$ cat config.mk
export PLATFORM = sky130hd
export DESIGN_NAME = frame_interval_stats_monitor_core
export DESIGN_NICKNAME = d
export VERILOG_FILES = /design/src/fism_pkg.sv /design/src/fism_front.sv /design/src/fism_div.sv /design/src/fism_back.sv /design/src/frame_interval_stats_monitor_core.sv
export SDC_FILE = /design/constraint.sdc
export NUM_CORES = 2
export LEC_CHECK = 0
export BUFFER_PORTS_ARGS = -buffer_cell sky130_fd_sc_hd__buf_2
export CORE_ASPECT_RATIO = 1.2
export CORE_MARGIN = 8
export CORE_UTILIZATION = 50
export CTS_BUF_LIST = sky130_fd_sc_hd__clkbuf_8 sky130_fd_sc_hd__clkbuf_16
export DETAILED_ROUTE_END_ITERATION = 8
export PLACE_DENSITY = 0.67
export SYNTH_ARGS = -nofsm -noshare
export SYNTH_HDL_FRONTEND = slang
export SYNTH_SLANG_ARGS = --single-unit
export TNS_END_PERCENT = 50
$ cat constraint.sdc
create_clock -name clk -period 29.5 [get_ports clk]
set_input_delay 2.95 -clock clk [delete_from_list [all_inputs] [get_ports clk]]
set_output_delay 2.95 -clock clk [all_outputs]
set_load 0.1 [all_outputs]
$ cat src/fism_pkg.sv
// Shared types and constants for the frame interval statistics monitor.
`default_nettype none
package fism_pkg;

  localparam int SlotsDef   = 4;
  localparam int SrcW       = 32;
  localparam int TsW        = 63;
  localparam int RateW      = 40;
  localparam int UsW        = 32;
  localparam int CntW       = 16;
  localparam int SumW       = 48;
  localparam int ScaleW     = 20;
  localparam int ProdW      = TsW + ScaleW;
  localparam int InDataW    = 96;
  localparam int OutDataW   = 208;

  localparam logic [ScaleW-1:0] UsScale  = 20'd1000000;
  localparam logic [ScaleW-1:0] MsScale  = 20'd1000;
  localparam logic [ScaleW-1:0] OneScale = 20'd1;

  // Register indexes on the configuration port
  localparam logic [2:0] RegTickRate  = 3'd0;
  localparam logic [2:0] RegStallThr  = 3'd1;
  localparam logic [2:0] RegDoubleThr = 3'd2;
  localparam logic [2:0] RegSpikeThr  = 3'd3;
  localparam logic [2:0] RegSpikeGap  = 3'd4;
  localparam logic [2:0] RegWindowLen = 3'd5;

  typedef struct packed {
    logic [SrcW-1:0] source_id;
    logic [TsW-1:0]  timestamp;
    logic            zero_src;
  } event_t;

  typedef struct packed {
    logic [RateW-1:0]  tick_rate;
    logic [UsW-1:0]    stall_threshold_us;
    logic [UsW-1:0]    double_threshold_us;
    logic [UsW-1:0]    spike_threshold_us;
    logic [CntW-1:0]   spike_gap_ms;
    logic [CntW-1:0]   window_len;
  } cfg_t;

  // sat high: clamp the quotient to 32 bits; low: keep its low 32 bits
  typedef struct packed {
    logic              start;
    logic              sat;
    logic [TsW-1:0]    a;
    logic [ScaleW-1:0] scale;
    logic [RateW-1:0]  den;
  } div_req_t;

  typedef struct packed {
    logic           busy;
    logic           done;
    logic [UsW-1:0] q;
  } div_rsp_t;

endpackage
`default_nettype wire

$ cat src/fism_front.sv
// Front end: accepts present events, flags reserved ids, queues them for the back end.
`default_nettype none
module fism_front import fism_pkg::*; (
  input  wire logic               clk,
  input  wire logic               rst,
  input  wire logic               in_valid,
  output logic                    in_ready,
  input  wire logic [SrcW-1:0]    in_source_id,
  input  wire logic [TsW-1:0]     in_timestamp,
  output logic                    q_valid,
  output event_t                  q_data,
  input  wire logic               q_pop
);

  event_t     fifo [2];
  logic       wr_ptr;
  logic       rd_ptr;
  logic [1:0] fill;
  logic       push;
  logic       pop;

  assign in_ready = (fill != 2'd2);
  assign push     = in_valid && in_ready;
  assign q_valid  = (fill != 2'd0);
  assign pop      = q_pop && q_valid;
  assign q_data   = fifo[rd_ptr];

  // Store entries with the reserved-id mark
  always_ff @(posedge clk) begin
    if (push) begin
      fifo[wr_ptr] <= '{source_id: in_source_id, timestamp: in_timestamp,
                        zero_src: (in_source_id == '0)};
    end
  end

  // Advance pointers and fill count
  always_ff @(posedge clk) begin
    if (rst) begin
      wr_ptr <= 1'b0;
      rd_ptr <= 1'b0;
      fill   <= 2'd0;
    end else begin
      if (push) wr_ptr <= ~wr_ptr;
      if (pop)  rd_ptr <= ~rd_ptr;
      unique case ({push, pop})
        2'b10:   fill <= fill + 2'd1;
        2'b01:   fill <= fill - 2'd1;
        default: fill <= fill;
      endcase
    end
  end

endmodule
`default_nettype wire

$ cat src/fism_div.sv
// Shared scale-and-divide unit: floor(a * scale / den), saturated to 32 bits if sat.
`default_nettype none
module fism_div import fism_pkg::*; (
  input  wire logic     clk,
  input  wire logic     rst,
  input  wire div_req_t req,
  output div_rsp_t      rsp
);

  typedef enum logic [1:0] {PH_IDLE, PH_MUL, PH_DIV} phase_t;

  phase_t             phase;
  logic [6:0]         cnt;
  logic [TsW-1:0]     a;
  logic [ScaleW-1:0]  scale;
  logic [RateW-1:0]   den;
  logic               sat;
  logic [ProdW-1:0]   prod;
  logic [RateW-1:0]   rem;
  logic [UsW-1:0]     quo;
  logic               ovf;
  logic [UsW-1:0]     q;
  logic               done;
  logic [RateW:0]     rem_sh;
  logic               ge;
  logic [RateW:0]     rem_sub;

  assign rem_sh  = {rem, prod[ProdW-1]};
  assign ge      = (rem_sh >= {1'b0, den});
  assign rem_sub = rem_sh - {1'b0, den};

  assign rsp.busy = (phase != PH_IDLE);
  assign rsp.done = done;
  assign rsp.q    = q;

  // Multiply MSB first by shift-add, then restoring division one bit a cycle
  always_ff @(posedge clk) begin
    if (rst) begin
      phase <= PH_IDLE;
      done  <= 1'b0;
      cnt   <= '0;
    end else begin
      done <= 1'b0;
      unique case (phase)
        PH_IDLE: begin
          if (req.start) begin
            a     <= req.a;
            scale <= req.scale;
            den   <= req.den;
            sat   <= req.sat;
            prod  <= '0;
            cnt   <= '0;
            phase <= PH_MUL;
          end
        end
        PH_MUL: begin
          prod  <= {prod[ProdW-2:0], 1'b0} +
                   (scale[ScaleW-1] ? {{ScaleW{1'b0}}, a} : '0);
          scale <= {scale[ScaleW-2:0], 1'b0};
          if (cnt == 7'(ScaleW - 1)) begin
            cnt   <= '0;
            rem   <= '0;
            quo   <= '0;
            ovf   <= 1'b0;
            phase <= PH_DIV;
          end else begin
            cnt <= cnt + 7'd1;
          end
        end
        PH_DIV: begin
          prod <= {prod[ProdW-2:0], 1'b0};
          rem  <= ge ? rem_sub[RateW-1:0] : rem_sh[RateW-1:0];
          quo  <= {quo[UsW-2:0], ge};
          ovf  <= ovf | quo[UsW-1];
          if (cnt == 7'(ProdW - 1)) begin
            q     <= (sat && (ovf || quo[UsW-1])) ? '1 : {quo[UsW-2:0], ge};
            done  <= 1'b1;
            phase <= PH_IDLE;
          end else begin
            cnt <= cnt + 7'd1;
          end
        end
        default: phase <= PH_IDLE;
      endcase
    end
  end

endmodule
`default_nettype wire

$ cat src/fism_back.sv
// Back end: slot table, interval statistics, spike limiting, window records, result register.
`default_nettype none
module fism_back import fism_pkg::*; #(
  parameter int SLOTS = SlotsDef
) (
  input  wire logic               clk,
  input  wire logic               rst,
  input  wire cfg_t               cfg,
  input  wire logic               q_valid,
  input  wire event_t             q_data,
  output logic                    q_pop,
  output div_req_t                div_req,
  input  wire div_rsp_t           div_rsp,
  output logic                    out_valid,
  input  wire logic               out_ready,
  output logic                    out_kind,
  output logic                    out_last,
  output logic [OutDataW-1:0]     out_data
);

  localparam int SlotW = (SLOTS > 1) ? $clog2(SLOTS) : 1;

  typedef enum logic [3:0] {
    ST_IDLE, ST_LOOK, ST_HIT, ST_WAIT_US, ST_WAIT_SPK, ST_WIN,
    ST_SPK_OUT, ST_REC_NEXT, ST_AVG_WAIT, ST_REC_OUT
  } state_t;

  state_t state;

  logic [SrcW-1:0]  slot_source    [SLOTS];
  logic [TsW-1:0]   slot_last_time [SLOTS];
  logic [CntW-1:0]  slot_frames    [SLOTS];
  logic [SumW-1:0]  slot_sum_us    [SLOTS];
  logic [UsW-1:0]   slot_max_us    [SLOTS];
  logic [UsW-1:0]   slot_min_us    [SLOTS];
  logic [CntW-1:0]  slot_stalls    [SLOTS];
  logic [CntW-1:0]  slot_doubles   [SLOTS];
  logic [CntW-1:0]  window_count;
  logic [TsW-1:0]   last_spike_time;

  logic [SrcW-1:0]  src;
  logic [TsW-1:0]   now;
  logic             zero_src;
  logic [SlotW-1:0] idx;
  logic             spike;
  logic [UsW-1:0]   spike_val;
  logic [UsW-1:0]   avg;
  logic [SLOTS-1:0] mask;

  logic             hit_c;
  logic             free_c;
  logic [SlotW-1:0] hit_idx_c;
  logic [SlotW-1:0] free_idx_c;
  logic [SLOTS-1:0] active_c;
  logic [SlotW-1:0] low_c;
  logic [SLOTS-1:0] mask_rest_c;
  logic [CntW-1:0]  wc_inc;
  logic [SumW:0]    sum_add;
  logic             out_free;
  logic [UsW-1:0]   us_c;

  assign out_free = !out_valid || out_ready;
  assign wc_inc   = window_count + 16'd1;
  assign us_c     = div_rsp.q;
  assign sum_add  = {1'b0, slot_sum_us[idx]} + {{(SumW + 1 - UsW){1'b0}}, us_c};
  assign q_pop    = (state == ST_IDLE) && q_valid;

  // Search table for a match and the lowest free slot
  always_comb begin
    hit_c      = 1'b0;
    free_c     = 1'b0;
    hit_idx_c  = '0;
    free_idx_c = '0;
    for (int i = SLOTS - 1; i >= 0; i--) begin
      if (slot_source[i] == src) begin
        hit_c     = 1'b1;
        hit_idx_c = SlotW'(i);
      end
      if (slot_source[i] == '0) begin
        free_c     = 1'b1;
        free_idx_c = SlotW'(i);
      end
    end
  end

  // Slots that own a record when a window closes
  always_comb begin
    for (int i = 0; i < SLOTS; i++) begin
      active_c[i] = (slot_source[i] != '0) && (slot_frames[i] != '0);
    end
  end

  // Lowest pending record slot
  always_comb begin
    low_c = '0;
    for (int i = SLOTS - 1; i >= 0; i--) begin
      if (mask[i]) low_c = SlotW'(i);
    end
    mask_rest_c = mask & ~(SLOTS'(1) << low_c);
  end

  // Sequencer, slot table and result register
  always_ff @(posedge clk) begin
    if (rst) begin
      state           <= ST_IDLE;
      window_count    <= '0;
      last_spike_time <= '0;
      out_valid       <= 1'b0;
      spike           <= 1'b0;
      mask            <= '0;
      div_req         <= '0;
      for (int i = 0; i < SLOTS; i++) begin
        slot_source[i]    <= '0;
        slot_last_time[i] <= '0;
        slot_frames[i]    <= '0;
        slot_sum_us[i]    <= '0;
        slot_max_us[i]    <= '0;
        slot_min_us[i]    <= '1;
        slot_stalls[i]    <= '0;
        slot_doubles[i]   <= '0;
      end
    end else begin
      div_req.start <= 1'b0;
      if (out_valid && out_ready) out_valid <= 1'b0;

      unique case (state)
        ST_IDLE: begin
          if (q_valid) begin
            src      <= q_data.source_id;
            now      <= q_data.timestamp;
            zero_src <= q_data.zero_src;
            state    <= ST_LOOK;
          end
        end

        // Move on to the owner or claim a free slot; reserved ids and a full table skip ahead
        ST_LOOK: begin
          if (zero_src) begin
            state <= ST_WIN;
          end else if (hit_c) begin
            idx   <= hit_idx_c;
            state <= ST_HIT;
          end else if (free_c) begin
            slot_source[free_idx_c]    <= src;
            slot_last_time[free_idx_c] <= now;
            slot_frames[free_idx_c]    <= '0;
            slot_sum_us[free_idx_c]    <= '0;
            slot_max_us[free_idx_c]    <= '0;
            slot_min_us[free_idx_c]    <= '1;
            slot_stalls[free_idx_c]    <= '0;
            slot_doubles[free_idx_c]   <= '0;
            state <= ST_WIN;
          end else begin
            state <= ST_WIN;
          end
        end

        // Start interval conversion when time moved forward and the tick rate is nonzero
        ST_HIT: begin
          slot_last_time[idx] <= now;
          if (now > slot_last_time[idx] && cfg.tick_rate != '0) begin
            div_req <= '{start: 1'b1, sat: 1'b1, a: now - slot_last_time[idx],
                         scale: UsScale, den: cfg.tick_rate};
            state   <= ST_WAIT_US;
          end else begin
            state <= ST_WIN;
          end
        end

        // Count the interval; check spike threshold
        ST_WAIT_US: begin
          if (div_rsp.done) begin
            spike_val <= us_c;
            if (slot_frames[idx] != '1) slot_frames[idx] <= slot_frames[idx] + 16'd1;
            slot_sum_us[idx] <= sum_add[SumW] ? '1 : sum_add[SumW-1:0];
            if (us_c > slot_max_us[idx]) slot_max_us[idx] <= us_c;
            if (us_c < slot_min_us[idx]) slot_min_us[idx] <= us_c;
            if (us_c > cfg.stall_threshold_us && slot_stalls[idx] != '1)
              slot_stalls[idx] <= slot_stalls[idx] + 16'd1;
            if (us_c < cfg.double_threshold_us && slot_doubles[idx] != '1)
              slot_doubles[idx] <= slot_doubles[idx] + 16'd1;
            if (us_c > cfg.spike_threshold_us && now >= last_spike_time) begin
              div_req <= '{start: 1'b1, sat: 1'b1, a: now - last_spike_time,
                           scale: MsScale, den: cfg.tick_rate};
              state   <= ST_WAIT_SPK;
            end else begin
              state <= ST_WIN;
            end
          end
        end

        // Rate-limit spike reports by elapsed milliseconds
        ST_WAIT_SPK: begin
          if (div_rsp.done) begin
            if (us_c > {{(UsW - CntW){1'b0}}, cfg.spike_gap_ms}) begin
              spike           <= 1'b1;
              last_spike_time <= now;
            end
            state <= ST_WIN;
          end
        end

        // Close the window when the count reaches its length
        ST_WIN: begin
          if (wc_inc >= cfg.window_len) begin
            window_count <= '0;
            mask         <= active_c;
          end else begin
            window_count <= wc_inc;
            mask         <= '0;
          end
          state <= spike ? ST_SPK_OUT : ST_REC_NEXT;
        end

        ST_SPK_OUT: begin
          if (out_free) begin
            out_valid <= 1'b1;
            out_kind  <= 1'b0;
            out_last  <= (mask == '0);
            out_data  <= {spike_val, {(OutDataW - UsW - SrcW){1'b0}}, src};
            spike     <= 1'b0;
            state     <= ST_REC_NEXT;
          end
        end

        // Average the next pending slot
        ST_REC_NEXT: begin
          if (mask == '0) begin
            state <= ST_IDLE;
          end else begin
            idx     <= low_c;
            div_req <= '{start: 1'b1,
                         sat: 1'b0,
                         a: {{(TsW - SumW){1'b0}}, slot_sum_us[low_c]},
                         scale: OneScale,
                         den: {{(RateW - CntW){1'b0}}, slot_frames[low_c]}};
            state   <= ST_AVG_WAIT;
          end
        end

        ST_AVG_WAIT: begin
          if (div_rsp.done) begin
            avg   <= us_c;
            state <= ST_REC_OUT;
          end
        end

        // Emit the record and clear the slot statistics
        ST_REC_OUT: begin
          if (out_free) begin
            out_valid <= 1'b1;
            out_kind  <= 1'b1;
            out_last  <= (mask_rest_c == '0);
            out_data  <= {{UsW{1'b0}}, slot_doubles[idx], slot_stalls[idx],
                          slot_max_us[idx], slot_min_us[idx], avg,
                          slot_frames[idx], slot_source[idx]};
            slot_frames[idx]  <= '0;
            slot_sum_us[idx]  <= '0;
            slot_max_us[idx]  <= '0;
            slot_min_us[idx]  <= '1;
            slot_stalls[idx]  <= '0;
            slot_doubles[idx] <= '0;
            mask  <= mask & ~(SLOTS'(1) << idx);
            state <= ST_REC_NEXT;
          end
        end

        default: state <= ST_IDLE;
      endcase
    end
  end

  // Pending records only ever name active slots
  assert property (@(posedge clk) disable iff (rst) (mask & ~active_c) == '0)
    else $error("record pending for an inactive slot");

  // Divider results arrive only while the sequencer waits for them
  assert property (@(posedge clk) disable iff (rst)
    div_rsp.done |-> (state == ST_WAIT_US || state == ST_WAIT_SPK ||
                      state == ST_AVG_WAIT))
    else $error("divider result arrived outside a wait state");

  // No new event is taken while the divider is still running
  assert property (@(posedge clk) disable iff (rst) q_pop |-> !div_rsp.busy)
    else $error("event taken with divider busy");

endmodule
`default_nettype wire

$ cat src/frame_interval_stats_monitor_core.sv
// Top level: configuration registers, event front end, shared divider and back end.
`default_nettype none
// Present events (source id, tick timestamp) enter through s_axis and wait in a
// two-entry queue; results leave through m_axis from a single output register.
// Events are processed one at a time by a sequencer that shares one
// scale-and-divide unit (20 multiply steps, then 83 divide steps). A new source
// or a dropped event does not use it; a counted interval uses it once, twice when
// a spike check runs; each window record uses it once more, plus any wait for
// m_axis to drain. Registers sit on a 64-bit APB port at byte address 8*index;
// no clearing pass after reset.
module frame_interval_stats_monitor_core import fism_pkg::*; #(
  parameter int SLOTS = SlotsDef
) (
  input  wire logic                clk,
  input  wire logic                rst,
  input  wire logic                s_axis_tvalid,
  output logic                     s_axis_tready,
  // [31:0] source_id, [94:32] timestamp, [95] unused
  input  wire logic [InDataW-1:0]  s_axis_tdata,
  output logic                     m_axis_tvalid,
  input  wire logic                m_axis_tready,
  // [31:0] source_id_res, [47:32] frames, [79:48] avg_us, [111:80] min_us,
  // [143:112] max_us, [159:144] stall_count, [175:160] double_count,
  // [207:176] spike interval
  output logic [OutDataW-1:0]      m_axis_tdata,
  // [0] kind
  output logic                     m_axis_tuser,
  output logic                     m_axis_tlast,
  input  wire logic                psel,
  input  wire logic                penable,
  input  wire logic                pwrite,
  input  wire logic [5:0]          paddr,
  input  wire logic [63:0]         pwdata,
  output logic [63:0]              prdata,
  output logic                     pready
);

  cfg_t     cfg;
  logic     q_valid;
  event_t   q_data;
  logic     q_pop;
  div_req_t div_req;
  div_rsp_t div_rsp;
  logic     cfg_wr;

  assign pready = 1'b1;
  assign cfg_wr = psel && penable && pwrite && pready;

  // Hold configuration registers
  always_ff @(posedge clk) begin
    if (rst) begin
      cfg.tick_rate           <= 40'd10000000;
      cfg.stall_threshold_us  <= 32'd25000;
      cfg.double_threshold_us <= 32'd8000;
      cfg.spike_threshold_us  <= 32'd33000;
      cfg.spike_gap_ms        <= 16'd100;
      cfg.window_len          <= 16'd300;
    end else if (cfg_wr) begin
      unique case (paddr[5:3])
        RegTickRate:  cfg.tick_rate           <= pwdata[RateW-1:0];
        RegStallThr:  cfg.stall_threshold_us  <= pwdata[UsW-1:0];
        RegDoubleThr: cfg.double_threshold_us <= pwdata[UsW-1:0];
        RegSpikeThr:  cfg.spike_threshold_us  <= pwdata[UsW-1:0];
        RegSpikeGap:  cfg.spike_gap_ms        <= pwdata[CntW-1:0];
        RegWindowLen: cfg.window_len          <= pwdata[CntW-1:0];
        default: ;
      endcase
    end
  end

  // Read back registers
  always_comb begin
    unique case (paddr[5:3])
      RegTickRate:  prdata = {{(64 - RateW){1'b0}}, cfg.tick_rate};
      RegStallThr:  prdata = {{(64 - UsW){1'b0}}, cfg.stall_threshold_us};
      RegDoubleThr: prdata = {{(64 - UsW){1'b0}}, cfg.double_threshold_us};
      RegSpikeThr:  prdata = {{(64 - UsW){1'b0}}, cfg.spike_threshold_us};
      RegSpikeGap:  prdata = {{(64 - CntW){1'b0}}, cfg.spike_gap_ms};
      RegWindowLen: prdata = {{(64 - CntW){1'b0}}, cfg.window_len};
      default:      prdata = '0;
    endcase
  end

  fism_front u_front (
    .clk          (clk),
    .rst          (rst),
    .in_valid     (s_axis_tvalid),
    .in_ready     (s_axis_tready),
    .in_source_id (s_axis_tdata[SrcW-1:0]),
    .in_timestamp (s_axis_tdata[SrcW+TsW-1:SrcW]),
    .q_valid      (q_valid),
    .q_data       (q_data),
    .q_pop        (q_pop)
  );

  fism_div u_div (
    .clk (clk),
    .rst (rst),
    .req (div_req),
    .rsp (div_rsp)
  );

  fism_back #(.SLOTS(SLOTS)) u_back (
    .clk       (clk),
    .rst       (rst),
    .cfg       (cfg),
    .q_valid   (q_valid),
    .q_data    (q_data),
    .q_pop     (q_pop),
    .div_req   (div_req),
    .div_rsp   (div_rsp),
    .out_valid (m_axis_tvalid),
    .out_ready (m_axis_tready),
    .out_kind  (m_axis_tuser),
    .out_last  (m_axis_tlast),
    .out_data  (m_axis_tdata)
  );

endmodule
`default_nettype wire
==> flow_metrics.tcl <==
set metrics [dict create \
    grt_pass1_wl_mm 489 \
    fin_skew_ps 115 \
    cts_tree "done" \
    async_flop_share_pct 0 \
    vias 81230 \
    cts.sinks 2277 \
    drt_iter0_drc 8807 \
    max-clock-path-buffers 4 \
    cap_violations 0 \
    r2r_setup_slack_ps 22840 \
    rows 194 \
    holdPathEnd "u_div.den[30]" \
    path_cells "buf_2 > and3b_1 > a22oi_1 > nand3_1 > buf_2" \
    finalMaxSlewViolations 0 \
    overflow 0 \
    fin_setup_tns_ps 0 \
    maxClockFrequency_mhz 123 \
    worstPathMaxFanout 18 \
    cp_data_required_time_ps 26550 \
    die_area_um2 248000 \
    hold_viol_final 0 \
    swShare_pct 31.2 \
    synth_area_per_cell_um2 11.4 \
    ir_drop_v 0.0000829 \
    h-tree-depth 4 \
    grt_max_degree 161 \
    grt_use_total_pct 25.3 \
    period_minus_slack_ps 8140 \
    die_w_um 456 \
    wirelength_mm 327 \
    synthTopCellsByArea "edfxtp_1 (49%), dfxtp_1 (6.6%), mux4_2 (5.7%)" \
    r2r_cells 17 \
    power_leakage_nw 48.3 \
    stdcell_count 13593 \
    status "finished clean" \
    grt_pass1_vias 79605 \
    crit_type "in -> out" \
    ys_seq_area_share_pct 55.6 \
    switchingPower_mw 2.83 \
    worst_setup_path_end_kind "primary output" \
    clk_latency_ps 940 \
    combPwrFrac_pct 24.7 \
    synth_edf_count 1896 \
    holdBufCountCts 0 \
    synth_area_um2 116000 \
    portBuffers 396 \
    ant_nets 0 \
    worst-path-buf-inv 2 \
    seqPwrFrac_pct 42.8 \
    cp_slowest_stage_delay_ps 810 \
    ctsRootBufferMaster "clkbuf_16" \
    antenna_found_initial 14 \
    p_per_area_nw_per_um2 70.7 \
    rr_endpoint "u_back.div_req[97]" \
    initial_core_util_pct 50.1 \
    dp_hpwl_mm 225 \
    ys.flop_type "edfxtp_1" \
    synth.most_common_cell "edfxtp_1" \
    whs_path_depth 0 \
    post_drt_wl_per_cell_um 24.0 \
    cts.reportedPaths.clkPinSlew_ps 60 \
    drive_above_1_share_pct 13.3 \
    netlist.area_leader.share_pct 49.0 \
    hp-start "u_back.div_req[30]" \
    synth.lib_cells_used.distinct 103 \
    hp-class "reg -> reg" \
    finalCoreUtilization_pct 55.4 \
    fp.dieH_um 544 \
    slowest_stage "and3b_1" \
    synth.largest_area_cell "edfxtp_1" \
    cpLargestDelayFamily "simple AND/OR/NAND/NOR gates" \
    crit_path_frequent_cell "buf_2" \
    fin_crit_sh_pct 27.6 \
    drc_errors 0 \
    ys.warnings.count 0 \
    setup_viol 0 \
    whs_ps 398 \
    cts_setup_buffers 0 \
    nNetsFinal 10990 \
    grt_setup_unrepaired "no" \
    synthTopCellsByCount "edfxtp_1 (1,896), nand2_1 (1,075), nor2_1 (987)" \
    intPower_mw 6.24 \
    via_per_inst 5.98 \
    worstSetupStartpointType "input pin" \
    synthToLayoutAreaGrowth_pct 10.6 \
    core_um2 232000 \
    netlist_instances 10152 \
    cts_inserted_buffers 230 \
    drt_first_pass_iters 7 \
    slew-limit-headroom_pct 15.4 \
    gp_congestion 0.961 \
    placed_cells 13157 \
    clock_power_share_pct 32.5 \
    io_pins 450 \
    cp.arrival_ps 5190 \
    cts_resized 0 \
    ys_seq_elements 2277 \
    worstMarginPinSlew_ps 1260 \
]
-- power groups by stage --
stage / Clock, mW / Combinational [mW] / Sequential, mW
finish: 2.95 / 2.24 / 3.88
global route: 3.12 / 2.42 / 3.90
CTS: 3.00 / 2.23 / 3.88
detailed placement: 0 / 2.22 / 3.95
global placement: 0 / 2.20 / 3.94
floorplan: 0 / 1.67 / 3.89
-- worst register-to-register path, delay by kind of cell, from the launching register on --
kind / cells / cell delay (ps)
fa+ha+maj: 1 / 270
compound gates: 9 / 2770
buf+inv: 4 / 1460
mux: 1 / 830
flops: 1 / 590
simple gates: 2 / 680
-- layer usage --
metal  routed length (um)  part of all wire [%]  GRT usage (%)
met5                   52                 0.016              0
met4                15100                   4.6           10.7
met2               153000                    47           41.7
met3                25800                   7.9           3.95
met1               133000                    41           33.6
-- registers in the layout (all words and copies together) (netlist names), 64 cells and up, named ones only --
register	flops
u_back.slot_min_us	128
u_back.slot_source	128
u_back.div_req	108
u_back.slot_frames	64
cfg	168
u_back.slot_doubles	64
u_back.slot_max_us	128
u_front.fifo	192
u_back.slot_stalls	64
u_back.out_data	208
u_div.prod	83
u_back.slot_sum_us	192
u_back.slot_last_time	252
-- cell families (layout without fill, tap and decap cells) --
family | Yosys count | in the layout | synth area share, %
other cells | 2 | 37 | 0.00647
buf+inv | 1229 | 1597 | 4.33
fa+ha+maj | 466 | 466 | 5.05
mux | 492 | 492 | 7.85
xor+xnor | 410 | 410 | 3.09
simple gates | 3479 | 3479 | 14.1
flops | 2277 | 2277 | 55.6
compound gates | 1797 | 1797 | 9.97
-- cells in the final DEF (no fill, tap or decap), types with 100 or more instances in the layout --
cell,n
edfxtp_1,1896
nand2_1,1068
nor2_1,978
inv_1,693
a21oi_1,556
ha_1,461
and2_1,436
buf_2,395
dfxtp_1,378
o21ai_0,315
mux4_2,293
a21o_1,239
clkbuf_16,230
nand3_1,214
xnor2_1,214
xor2_1,196
nand4_1,156
buf_4,135
a22oi_1,120
nor4_1,111
and3_1,104
mux2_2,100
-- metrics by stage --
stage                     worst slack, ps  total power, mW  instance area (um^2)
after global placement              21080             6.14                121000
after CTS                           21360             9.11                128000
final                               21360             9.08                128000
after detailed placement            21070             6.16                121000
after floorplan                     10710             5.56                116000
after global routing                21290             9.44                128000
-- worst max path at each step --
stage                     cells past startpoint  slack (ps)                        end  startpoint
after global placement                       11       21080  u_back.slot_doubles[0][7]         rst
after global routing                          5       21290                 prdata[11]    paddr[4]
final                                         5       21360                 prdata[11]    paddr[4]
after floorplan                               4       10710         u_back.out_data[0]         rst
after CTS                                     5       21360                 prdata[11]    paddr[4]
after detailed placement                     11       21070  u_back.slot_doubles[1][9]         rst
-- layout make-up --
| type | instances | area [um^2] |
|---|---|---|
| fillers | 19281 | 103000 |
| flip-flops and latches | 2277 | 64600 |
| multi-input cells | 6669 | 46900 |
| clock buffers | 246 | 5980 |
| well taps | 3038 | 3800 |
| repair buffers | 534 | 3070 |
| inverters | 639 | 2400 |
| clock inverters | 178 | 1600 |
| diodes | 12 | 30.0 |
Note: power is estimated with default switching activity, not from simulation.
